### src/design/ssf_pkg.sv
`timescale 1ns / 1ps

package ssf_pkg;

	// register select codes
	localparam logic [2:0] REG_CONFIG    = 3'd0;
	localparam logic [2:0] REG_DECODE    = 3'd1;
	localparam logic [2:0] REG_INTENSITY = 3'd2;
	localparam logic [2:0] REG_SCAN      = 3'd3;
	localparam logic [2:0] REG_POINT     = 3'd4;
	localparam logic [2:0] REG_DATA      = 3'd5;

	localparam logic [2:0] BYTES_ONE  = 3'd1;
	localparam logic [2:0] BYTES_WORD = 3'd4;

	localparam logic [7:0] CFG_ON        = 8'h21;
	localparam logic [7:0] CFG_OFF       = 8'h20;
	localparam logic [7:0] DECODE_NONE   = 8'h00;
	localparam logic [7:0] LEVEL_DEFAULT = 8'd16;
	localparam logic [7:0] NIBBLE_LO     = 8'h0F;
	localparam logic [7:0] NIBBLE_HI     = 8'hF0;
	localparam logic [3:0] DIGITS_MAX    = 4'd8;
	localparam logic [3:0] DIGITS_CHIP   = 4'd4;
	localparam logic [7:0] SCAN_FULL     = 8'd3;

	// write slots, in emission order
	localparam int         NUM_SLOTS   = 14;
	localparam logic [3:0] SLOT_INT_LO = 4'd8;
	localparam logic [3:0] SLOT_INT_HI = 4'd9;
	localparam logic [3:0] SLOT_PT_LO  = 4'd10;
	localparam logic [3:0] SLOT_PT_HI  = 4'd11;
	localparam logic [3:0] SLOT_SEG_LO = 4'd12;
	localparam logic [3:0] SLOT_SEG_HI = 4'd13;

	typedef logic [NUM_SLOTS-1:0] ssf_mask_t;

	typedef struct packed {
		ssf_mask_t   mask;
		logic [3:0]  digits;
		logic [7:0]  bfull;
		logic [7:0]  bhalf;
		logic [7:0]  points;
		logic [31:0] seg_lo;
		logic [31:0] seg_hi;
	} ssf_job_t;

	typedef struct packed {
		logic        chip_select;
		logic [2:0]  register_select;
		logic [31:0] write_data;
		logic [2:0]  byte_count;
	} ssf_write_t;

	// Build the register write for one slot of a job.
	function automatic ssf_write_t ssf_slot_write(input logic [3:0] slot, input ssf_job_t job);
		ssf_write_t w;
		logic       lo;
		logic       hi;
		logic [7:0] lvl;
		logic [7:0] data;
		lo   = (job.digits != 4'd0);
		hi   = (job.digits > DIGITS_CHIP);
		lvl  = hi ? job.bfull : job.bhalf;
		if (lvl == 8'd0) begin
			lvl = LEVEL_DEFAULT;
		end
		data = 8'd0;
		w.chip_select     = 1'b0;
		w.register_select = REG_CONFIG;
		w.byte_count      = BYTES_ONE;
		w.write_data      = 32'd0;
		if (slot < SLOT_INT_LO) begin
			if (!lo) begin
				// both chips off: low chip first
				w.chip_select     = slot[1];
				w.register_select = slot[0] ? REG_SCAN : REG_CONFIG;
				data              = slot[0] ? 8'd0 : CFG_OFF;
			end else if (!hi) begin
				if (slot < 4'd2) begin
					w.chip_select     = 1'b1;
					w.register_select = slot[0] ? REG_SCAN : REG_CONFIG;
					data              = slot[0] ? 8'd0 : CFG_OFF;
				end else begin
					case (slot)
						4'd2: begin
							w.register_select = REG_CONFIG;
							data              = CFG_ON;
						end
						4'd3: begin
							w.register_select = REG_DECODE;
							data              = DECODE_NONE;
						end
						4'd4: begin
							w.register_select = REG_INTENSITY;
							data              = lvl;
						end
						default: begin
							w.register_select = REG_SCAN;
							data              = {4'd0, job.digits - 4'd1};
						end
					endcase
				end
			end else begin
				w.chip_select = slot[2];
				case (slot[1:0])
					2'd0: begin
						w.register_select = REG_CONFIG;
						data              = CFG_ON;
					end
					2'd1: begin
						w.register_select = REG_DECODE;
						data              = DECODE_NONE;
					end
					2'd2: begin
						w.register_select = REG_INTENSITY;
						data              = lvl;
					end
					default: begin
						w.register_select = REG_SCAN;
						data = slot[2] ? {4'd0, job.digits - 4'd5} : SCAN_FULL;
					end
				endcase
			end
			w.write_data = {24'd0, data};
		end else begin
			case (slot)
				SLOT_INT_LO: begin
					w.register_select = REG_INTENSITY;
					w.write_data      = {24'd0, hi ? job.bfull : job.bhalf};
				end
				SLOT_INT_HI: begin
					w.chip_select     = 1'b1;
					w.register_select = REG_INTENSITY;
					w.write_data      = {24'd0, job.bfull};
				end
				SLOT_PT_LO: begin
					w.register_select = REG_POINT;
					w.write_data      = {24'd0, job.points[3:0], 4'd0};
				end
				SLOT_PT_HI: begin
					w.chip_select     = 1'b1;
					w.register_select = REG_POINT;
					w.write_data      = {24'd0, job.points & NIBBLE_HI};
				end
				SLOT_SEG_LO: begin
					w.register_select = REG_DATA;
					w.write_data      = job.seg_lo;
					w.byte_count      = BYTES_WORD;
				end
				default: begin
					w.chip_select     = 1'b1;
					w.register_select = REG_DATA;
					w.write_data      = job.seg_hi;
					w.byte_count      = BYTES_WORD;
				end
			endcase
		end
		return w;
	endfunction

endpackage

### src/design/ssf_front.sv
`timescale 1ns / 1ps

module ssf_front import ssf_pkg::*; (
	input  logic        clk,
	input  logic        arst_n,
	input  logic        display_enable,
	input  logic        accept,
	input  logic [7:0]  digit_count,
	input  logic [7:0]  brightness_full,
	input  logic [7:0]  brightness_half,
	input  logic [7:0]  point_bits,
	input  logic [31:0] segments_low,
	input  logic [31:0] segments_high,
	input  logic        force_write,
	output logic        push,
	output ssf_job_t    job
);

	logic [3:0]  fl_digits_q;
	logic [7:0]  fl_bfull_q;
	logic [7:0]  fl_bhalf_q;
	logic [7:0]  fl_points_q;
	logic [31:0] fl_seg_lo_q;
	logic [31:0] fl_seg_hi_q;

	logic [3:0] digits;
	logic       lo;
	logic       hi;
	logic       forced;
	logic [7:0] pdiff;
	ssf_mask_t  mask;

	always_comb begin
		digits = (digit_count > {4'd0, DIGITS_MAX}) ? DIGITS_MAX : digit_count[3:0];
		lo     = (digits != 4'd0);
		hi     = (digits > DIGITS_CHIP);
		forced = (digits != fl_digits_q) || force_write;
		pdiff  = point_bits ^ fl_points_q;
		mask   = '0;
		if (forced) begin
			mask[7:0] = !lo ? 8'h0F : (!hi ? 8'h3F : 8'hFF);
		end
		if (display_enable) begin
			if (lo && hi && (brightness_full != fl_bfull_q)) begin
				mask[SLOT_INT_LO] = 1'b1;
				mask[SLOT_INT_HI] = 1'b1;
			end else if (lo && !hi && (brightness_half != fl_bhalf_q)) begin
				mask[SLOT_INT_LO] = 1'b1;
			end else if (forced) begin
				mask[SLOT_INT_LO] = 1'b1;
				mask[SLOT_INT_HI] = lo && hi;
			end
			if (pdiff != 8'd0) begin
				mask[SLOT_PT_LO] = lo && ((pdiff & NIBBLE_LO) != 8'd0);
				mask[SLOT_PT_HI] = hi && ((pdiff & NIBBLE_HI) != 8'd0);
			end else if (forced) begin
				mask[SLOT_PT_LO] = lo;
				mask[SLOT_PT_HI] = hi;
			end
			mask[SLOT_SEG_LO] = lo && ((segments_low != fl_seg_lo_q) || forced);
			mask[SLOT_SEG_HI] = hi && ((segments_high != fl_seg_hi_q) || forced);
		end
	end

	assign job.mask   = mask;
	assign job.digits = digits;
	assign job.bfull  = brightness_full;
	assign job.bhalf  = brightness_half;
	assign job.points = point_bits;
	assign job.seg_lo = segments_low;
	assign job.seg_hi = segments_high;

	// drop words that cause no write
	assign push = accept && (mask != '0);

	always_ff @(posedge clk or negedge arst_n) begin
		if (!arst_n) begin
			fl_digits_q <= '0;
			fl_bfull_q  <= '0;
			fl_bhalf_q  <= '0;
			fl_points_q <= '0;
			fl_seg_lo_q <= '0;
			fl_seg_hi_q <= '0;
		end else if (accept && display_enable) begin
			fl_digits_q <= digits;
			fl_bfull_q  <= brightness_full;
			fl_bhalf_q  <= brightness_half;
			fl_points_q <= point_bits;
			fl_seg_lo_q <= segments_low;
			fl_seg_hi_q <= segments_high;
		end
	end

endmodule

### src/design/ssf_queue.sv
`timescale 1ns / 1ps

module ssf_queue import ssf_pkg::*; (
	input  logic     clk,
	input  logic     arst_n,
	input  logic     push,
	input  ssf_job_t push_job,
	input  logic     pop,
	output logic     full,
	output logic     head_valid,
	output ssf_job_t head_job
);

	ssf_job_t   entry_q [2];
	logic       wr_ptr_q;
	logic       rd_ptr_q;
	logic [1:0] fill_q;

	assign full       = (fill_q == 2'd2);
	assign head_valid = (fill_q != 2'd0);
	assign head_job   = entry_q[rd_ptr_q];

	always_ff @(posedge clk) begin
		if (push) begin
			entry_q[wr_ptr_q] <= push_job;
		end
	end

	always_ff @(posedge clk or negedge arst_n) begin
		if (!arst_n) begin
			wr_ptr_q <= 1'b0;
			rd_ptr_q <= 1'b0;
			fill_q   <= 2'd0;
		end else begin
			if (push) begin
				wr_ptr_q <= ~wr_ptr_q;
			end
			if (pop) begin
				rd_ptr_q <= ~rd_ptr_q;
			end
			case ({push, pop})
				2'b10:   fill_q <= fill_q + 2'd1;
				2'b01:   fill_q <= fill_q - 2'd1;
				default: fill_q <= fill_q;
			endcase
		end
	end

endmodule

### src/design/ssf_back.sv
`timescale 1ns / 1ps

module ssf_back import ssf_pkg::*; (
	input  logic        clk,
	input  logic        arst_n,
	input  logic        head_valid,
	input  ssf_job_t    head_job,
	output logic        pop,
	output logic        out_valid,
	input  logic        out_stall,
	output logic        chip_select,
	output logic [2:0]  register_select,
	output logic [31:0] write_data,
	output logic [2:0]  byte_count,
	output logic        last_write
);

	ssf_job_t   job_q;
	ssf_mask_t  mask_q;
	logic       out_valid_q;
	ssf_write_t out_write_q;
	logic       out_last_q;

	logic       emit;
	logic [3:0] slot;
	ssf_mask_t  mask_next;
	ssf_write_t wr;

	// lowest pending slot goes first
	always_comb begin
		slot = 4'd0;
		for (int i = NUM_SLOTS - 1; i >= 0; i--) begin
			if (mask_q[i]) begin
				slot = 4'(i);
			end
		end
	end

	assign mask_next = mask_q & (mask_q - ssf_mask_t'(1));
	assign wr        = ssf_slot_write(slot, job_q);
	assign emit      = (mask_q != '0) && (!out_valid_q || !out_stall);
	assign pop       = head_valid && ((mask_q == '0) || (emit && (mask_next == '0)));

	always_ff @(posedge clk) begin
		if (pop) begin
			job_q <= head_job;
		end
		if (emit) begin
			out_write_q <= wr;
			out_last_q  <= (mask_next == '0);
		end
	end

	always_ff @(posedge clk or negedge arst_n) begin
		if (!arst_n) begin
			mask_q      <= '0;
			out_valid_q <= 1'b0;
		end else begin
			if (pop) begin
				mask_q <= head_job.mask;
			end else if (emit) begin
				mask_q <= mask_next;
			end
			if (emit) begin
				out_valid_q <= 1'b1;
			end else if (!out_stall) begin
				out_valid_q <= 1'b0;
			end
		end
	end

	assign out_valid       = out_valid_q;
	assign chip_select     = out_write_q.chip_select;
	assign register_select = out_write_q.register_select;
	assign write_data      = out_write_q.write_data;
	assign byte_count      = out_write_q.byte_count;
	assign last_write      = out_last_q;

endmodule

### src/design/seven_segment_frame_flush_sequencer_top.sv
`timescale 1ns / 1ps
// Path: the first register write of a request passes the job queue, the sequencer's
//   job register and the output register; the rest follow one per cycle while out_stall is low.
// Throughput: a request needs 0 to 14 writes, which the write sequencer emits back to back;
//   the front takes one word per cycle while the two-entry job queue has room.
// Reset (arst_n low): flushed frame cleared to zero, display_enable set, queue and
//   output register empty.

module seven_segment_frame_flush_sequencer_top import ssf_pkg::*; (
	input  logic        clk,
	input  logic        arst_n,
	// request channel
	input  logic        in_valid,
	output logic        in_stall,
	input  logic [7:0]  digit_count,
	input  logic [7:0]  brightness_full,
	input  logic [7:0]  brightness_half,
	input  logic [7:0]  point_bits,
	input  logic [31:0] segments_low,
	input  logic [31:0] segments_high,
	input  logic        force_write,
	// configuration write channel
	input  logic        cfg_valid,
	output logic        cfg_ready,
	input  logic        display_enable,
	// register write channel
	output logic        out_valid,
	input  logic        out_stall,
	output logic        chip_select,
	output logic [2:0]  register_select,
	output logic [31:0] write_data,
	output logic [2:0]  byte_count,
	output logic        last_write
);

	logic     enable_q;
	logic     accept;
	logic     push;
	ssf_job_t push_job;
	logic     q_full;
	logic     pop;
	logic     head_valid;
	ssf_job_t head_job;

	// The user must write the configuration register only while the block is
	// idle (the block does not enforce it), so take every write at once.
	assign cfg_ready = 1'b1;

	always_ff @(posedge clk or negedge arst_n) begin
		if (!arst_n) begin
			enable_q <= 1'b1;
		end else if (cfg_valid && cfg_ready) begin
			enable_q <= display_enable;
		end
	end

	// Hold the requester only while the job queue is full; a word that
	// needs no write is still taken and only updates the flushed frame while enabled.
	assign in_stall = q_full;
	assign accept   = in_valid && !in_stall;

	// Front: clamp the count, compare with the flushed frame, and build
	// the mask of write slots this request needs.
	ssf_front u_front (
		.clk             (clk),
		.arst_n          (arst_n),
		.display_enable  (enable_q),
		.accept          (accept),
		.digit_count     (digit_count),
		.brightness_full (brightness_full),
		.brightness_half (brightness_half),
		.point_bits      (point_bits),
		.segments_low    (segments_low),
		.segments_high   (segments_high),
		.force_write     (force_write),
		.push            (push),
		.job             (push_job)
	);

	// Short queue between classification and sequencing.
	ssf_queue u_queue (
		.clk        (clk),
		.arst_n     (arst_n),
		.push       (push),
		.push_job   (push_job),
		.pop        (pop),
		.full       (q_full),
		.head_valid (head_valid),
		.head_job   (head_job)
	);

	// Back: walk the slot mask lowest first, one write per cycle, into an
	// output register that advances whenever it is empty or not stalled.
	ssf_back u_back (
		.clk             (clk),
		.arst_n          (arst_n),
		.head_valid      (head_valid),
		.head_job        (head_job),
		.pop             (pop),
		.out_valid       (out_valid),
		.out_stall       (out_stall),
		.chip_select     (chip_select),
		.register_select (register_select),
		.write_data      (write_data),
		.byte_count      (byte_count),
		.last_write      (last_write)
	);

endmodule
### config.mk
export PLATFORM = sky130hd
export DESIGN_NAME = seven_segment_frame_flush_sequencer_top
export DESIGN_NICKNAME = d
export VERILOG_FILES = /design/src/design/ssf_pkg.sv /design/src/design/ssf_front.sv /design/src/design/ssf_queue.sv /design/src/design/ssf_back.sv /design/src/design/seven_segment_frame_flush_sequencer_top.sv
export SDC_FILE = /design/constraint.sdc
export NUM_CORES = 1
export LEC_CHECK = 0
export ABC_AREA = 1
export CORE_MARGIN = 10
export CORE_UTILIZATION = 57
export CTS_BUF_LIST = sky130_fd_sc_hd__clkbuf_16
export CTS_CLUSTER_DIAMETER = 30
export DETAILED_ROUTE_END_ITERATION = 12
export DONT_BUFFER_PORTS = 1
export GPL_ROUTABILITY_DRIVEN = 0
export PLACE_DENSITY = 0.86
export SLEW_MARGIN = 0
export SYNTH_ARGS = -nofsm -noshare
export SYNTH_HDL_FRONTEND = slang
export SYNTH_SLANG_ARGS = --single-unit
### constraint.sdc
create_clock -name clk -period 5.6 [get_ports clk]
set_input_delay 1.68 -clock clk [delete_from_list [all_inputs] [get_ports clk]]
set_output_delay 1.68 -clock clk [all_outputs]
set_load 0.05 [all_outputs]
==> results.md <==
- Synthesis produced a netlist whose cell count is 1707.
- The worst register-to-register path begins at u_back.mask_q[1].
- The floorplan step defined a die boundary enclosing 40200 um2.
- The slew at the pin closest to its max-slew limit is 1.14 ns.
- Setup repair after global routing left no endpoint under its margin.
- During placement, the flow inserted port buffers numbering 0.
- The critical path class is input port to flop.
- Each instance of the synthesized netlist takes up on average 10.9 um2.
- Data on the critical path arrives at its endpoint at 4.24 ns.
- Counting distinct cell types in the post-synthesis netlist gives 45.
- Compared with the post-synthesis result, the final layout area differs by 17.3%.
- The number of clock buffers added by TritonCTS is 79.
- The clock-pin slew reported for the worst setup and hold paths after clock tree synthesis is 0.05 ns.
- The utilization after layout is 67.3%.
- The number of buffers and inverters on the critical path is 3.
- The number of flops mapped to enable cells by yosys is 333.
- Detailed routing inserted a total of 12800 vias.
- The wire-length estimate of the detail-placed layout is 29700 um.
- The number of diodes added for antenna fixing is 0.
- The area of the core is 32400 um2.
- The maximum single-stage delay on the critical path is 0.47 ns.
- The kind of cell with the highest combined delay along the critical path is simple AND/OR/NAND/NOR gates.
- The fraction of layout instances using a drive strength above 1 is 10.9%.
- The min-delay analysis places its worst path in the category flop to flop.
- Setup violations remaining at the end of the flow were counted as 0.
- Summing internal, switching and leakage power gives 14.6 mW.
- The critical path crosses 16 cells after its start point.
- The floorplan step set the die width to 201 um.
- The origin of the worst setup path is digit_count[0].
- Clock latency on the worst-skew pair, taken at its later pin, is 0.59 ns.
- The number of global-route vias before repair was 13000.
- The number of warnings reported in the yosys synthesis log is 0.
- The initial cell density of the core is 57.4%.
- The cell count of the worst reg-to-reg path is 12.
- Static timing analysis puts the maximum clock frequency at 248 MHz.
- The nature of the critical path endpoint is a flop.
- Measured against its own limit, the worst slew margin works out to 23.5%.
- The clock tree from TritonCTS is built.
- For this run, the total global-route usage over all layers was measured as 23.1%.
- The pre-CTS worst setup slack is 1.11 ns.
- The count of standard-cell rows is 66.
- The number of hold buffers added after cts is 0.
- The summed instance area of the synthesized netlist is 18600 um2.
- IR analysis of the VDD net gives a maximum drop of 434 uV.
- The setup check on the worst reg-to-reg path leaves a slack of 1.84 ns.
- The number of sinks handled by clock tree synthesis is 445.
- The first TritonRoute pass finished after 6 iterations.
- In the synthesized netlist the async set-or-reset flop fraction comes to 25.2%.
- Walking the worst path, the cells encountered are nor2_1, nand2_1, a21oi_1, nand2_1, o21ai_0, a21oi_1, nand2_1, inv_1, nand4_1, nand2_1, nand3_1, nor2_1, nor2_1, nand2_1, inv_4, buf_4.
- In this run, synthesis produced a sequential element count of 445.
- Max-cap violations in this run came to 0.
- The post-route setup TNS is 0 ns.
- After the last flow step, the layout net total stands at 1847.
- The routed length per instance is 21.0 um.
- In this run the post-CTS setup repair buffer count came out at 0.
- For this design the ratio of total power to cell area is 672 nW/um2.
- The count of endpoints failing hold in the final timing report is 0.
- The part of the Yosys area used for sequential elements is 68.9%.
- Of all nets on the critical path, the largest fanout is 37.
- The max-slew violation total from the final report is 0.
- After layout, the minimum clock period comes to 4.03 ns.
- The maximum number of pins on one net before global-route repair is 113.
- Among all stages on the critical path, the largest delay is contributed by sky130_fd_sc_hd__buf_4.
- The number of gates resized after CTS is 0.
- The net count after synthesis is 1813.
- The leakage power summed over all cells is 9.11 nW.
- In this run the worst setup path terminates at u_queue.entry_q[0][67].
- The first global-routing pass estimated 72800 um of wire.
- Dividing the detail-routed via count by the number of cells gives 5.69.
- The count of antenna-violating nets left after detailed routing is 0.
- The cell at the root of the clock tree is sky130_fd_sc_hd__clkbuf_16.
- The total DRC errors in the routed layout is 0.
- The cell occurring most often along the worst timing path is sky130_fd_sc_hd__nand2_1.
- Counting along the longest clock path gives a buffer depth of 3.
- In this run the critical register-to-register path is captured at u_back.write_data[8].
- After global routing the overflow that remains totals 0.
- The type of origin of the critical path is an input port.
- The post-layout worst setup margin is 1.57 ns.
- For this block, the initial DRC count from the detailed router was 1484.
- The post-detailed-routing wire length is 47200 um.
- The initial antenna violation count is 0.
- The run finished with clean final reports.
- Pin placement for this block handled 146 I/O pins.
- The final critical-path share of the clock period is 71.9%.
- The most used flip-flop cell after synthesis is sky130_fd_sc_hd__edfxtp_1.
- The worst hold path was traced through 2 stages.
- The data required time of the critical path is 5.81 ns.
- Between clock sinks in the finished design, the worst skew comes to 0.0339 ns.
- The height of the die is 201 um.
- The number of levels the H-tree was split into is 3.
-- metrics by stage --
stage	std cells	instance area [um2]	hold WS, ns
after CTS	2249	21800	0.490
final	2249	21800	0.487
after detailed placement	2102	19000	0.478
after global placement	2102	19000	0.466
after global routing	2249	21800	0.507
after floorplan	1707	18600	0.449
-- layout make-up --
cell class                      instances  area [um2]
Clock buffer                           83        2080
Clock inverter                         64         688
Fill cell                            2110       10600
Inverter                               79         304
Multi-Input combinational cell       1125        5240
Sequential cell                       445       12800
Tap cell                              442         553
Timing Repair Buffer                   11         108
-- worst min-delay path by stage --
stage / from / end
after floorplan: u_queue.wr_ptr_q / u_queue.wr_ptr_q
after global placement: u_queue.wr_ptr_q / u_queue.wr_ptr_q
after detailed placement: u_front.fl_seg_hi_q[27] / u_front.fl_seg_hi_q[27]
after CTS: u_front.fl_seg_hi_q[27] / u_front.fl_seg_hi_q[27]
after global routing: u_front.fl_seg_lo_q[3] / u_front.fl_seg_lo_q[3]
final: u_front.fl_seg_hi_q[27] / u_front.fl_seg_hi_q[27]
-- synthesized netlist by cell type, types with 2 or more instances --
cell type	count	area [um2]
sky130_fd_sc_hd__nand2_1	713	2680
sky130_fd_sc_hd__edfxtp_1	333	10000
sky130_fd_sc_hd__dfrtp_1	111	2780
sky130_fd_sc_hd__inv_1	72	270
sky130_fd_sc_hd__nand3_1	70	350
sky130_fd_sc_hd__nor2_1	62	233
sky130_fd_sc_hd__xnor2_1	53	464
sky130_fd_sc_hd__clkbuf_1	47	176
sky130_fd_sc_hd__a21oi_1	46	230
sky130_fd_sc_hd__o21ai_0	31	155
sky130_fd_sc_hd__xor2_1	29	254
sky130_fd_sc_hd__nand4_1	21	131
sky130_fd_sc_hd__or2_2	17	106
sky130_fd_sc_hd__o211ai_1	12	90.1
sky130_fd_sc_hd__o21ai_1	11	55.1
sky130_fd_sc_hd__nand2_2	8	50.1
sky130_fd_sc_hd__nor3_1	8	40.0
sky130_fd_sc_hd__buf_2	6	30.0
sky130_fd_sc_hd__nor2_4	5	56.3
sky130_fd_sc_hd__nor4_1	5	31.3
sky130_fd_sc_hd__o22ai_1	5	31.3
sky130_fd_sc_hd__inv_2	4	15.0
sky130_fd_sc_hd__a211oi_1	3	22.5
sky130_fd_sc_hd__a31oi_1	3	18.8
sky130_fd_sc_hd__ha_1	3	37.5
sky130_fd_sc_hd__nand2_4	3	33.8
sky130_fd_sc_hd__buf_1	2	7.51
sky130_fd_sc_hd__buf_4	2	15.0
sky130_fd_sc_hd__clkinv_1	2	7.51
sky130_fd_sc_hd__conb_1	2	7.51
sky130_fd_sc_hd__nor2_2	2	12.5
sky130_fd_sc_hd__o211ai_2	2	25.0
sky130_fd_sc_hd__o31ai_1	2	15.0
-- power breakdown --
group	total, mW	switching, mW	internal [mW]	leakage (nW)
clock	4.90	1.70	3.19	1.39
combinational	3.80	2.72	1.07	3.20
sequential	5.94	0.983	4.95	4.51
total	14.6	5.41	9.22	9.11
-- layout by cell type (no fill, tap or decap), types with 6 or more instances in the layout --
cell type                     n
sky130_fd_sc_hd__nand2_1    713
sky130_fd_sc_hd__edfxtp_1   333
sky130_fd_sc_hd__dfrtp_1    110
sky130_fd_sc_hd__clkbuf_16   83
sky130_fd_sc_hd__inv_1       79
sky130_fd_sc_hd__nand3_1     70
sky130_fd_sc_hd__nor2_1      60
sky130_fd_sc_hd__xnor2_1     53
sky130_fd_sc_hd__a21oi_1     46
sky130_fd_sc_hd__o21ai_0     31
sky130_fd_sc_hd__xor2_1      29
sky130_fd_sc_hd__nand4_1     21
sky130_fd_sc_hd__or2_2       17
sky130_fd_sc_hd__o211ai_1    12
sky130_fd_sc_hd__o21ai_1     11
sky130_fd_sc_hd__clkinv_4    11
sky130_fd_sc_hd__clkinv_2    10
sky130_fd_sc_hd__bufinv_16   10
sky130_fd_sc_hd__buf_4        9
sky130_fd_sc_hd__nor3_1       8
sky130_fd_sc_hd__nand2_2      8
sky130_fd_sc_hd__nor2_4       7
sky130_fd_sc_hd__inv_2        7
sky130_fd_sc_hd__inv_8        7
sky130_fd_sc_hd__clkinv_1     6
sky130_fd_sc_hd__inv_6        6
-- registers in the layout, summed over array words and instances, names as in the netlist, 2 cells and up --
| name | flops |
|---|---|
| u_back.register_select | 3 |
| u_front.fl_seg_hi_q | 32 |
| u_back.byte_count | 2 |
| u_front.fl_bfull_q | 8 |
| u_front.fl_bhalf_q | 8 |
| u_back.mask_q | 14 |
| u_queue.fill_q | 2 |
| u_back.write_data | 32 |
| u_front.fl_digits_q | 4 |
| u_front.fl_seg_lo_q | 32 |
| u_back.job_q | 92 |
| u_front.fl_points_q | 8 |
| u_queue.entry_q | 202 |
-- cells by family after synthesis --
| logic type | after synthesis | synth area share (%) |
|---|---|---|
| xor gates and xnor gates | 82 | 3.87 |
| AOI/OAI and AO/OA | 120 | 3.70 |
| adders and majority gates | 3 | 0.202 |
| other | 2 | 0.0404 |
| DFF | 445 | 68.9 |
| and+or+nand+nor | 918 | 20.3 |
| buffers and inverters | 137 | 2.92 |
-- metal layers --
layer  track usage, %  wire length [um]
met5                0                 0
met4             10.3              1920
met3             8.68              5410
met2             38.5             23500
met1             26.0             16400
-- worst reg2reg max path: cells and delay by family, from the launching register on --
family | cells | cell delay (ns)
simple gates | 8 | 2.13
buf+inv | 3 | 0.73
flops | 1 | 0.44
compound gates | 1 | 0.14
No activity file was read; power rests on OpenSTA's default activity.
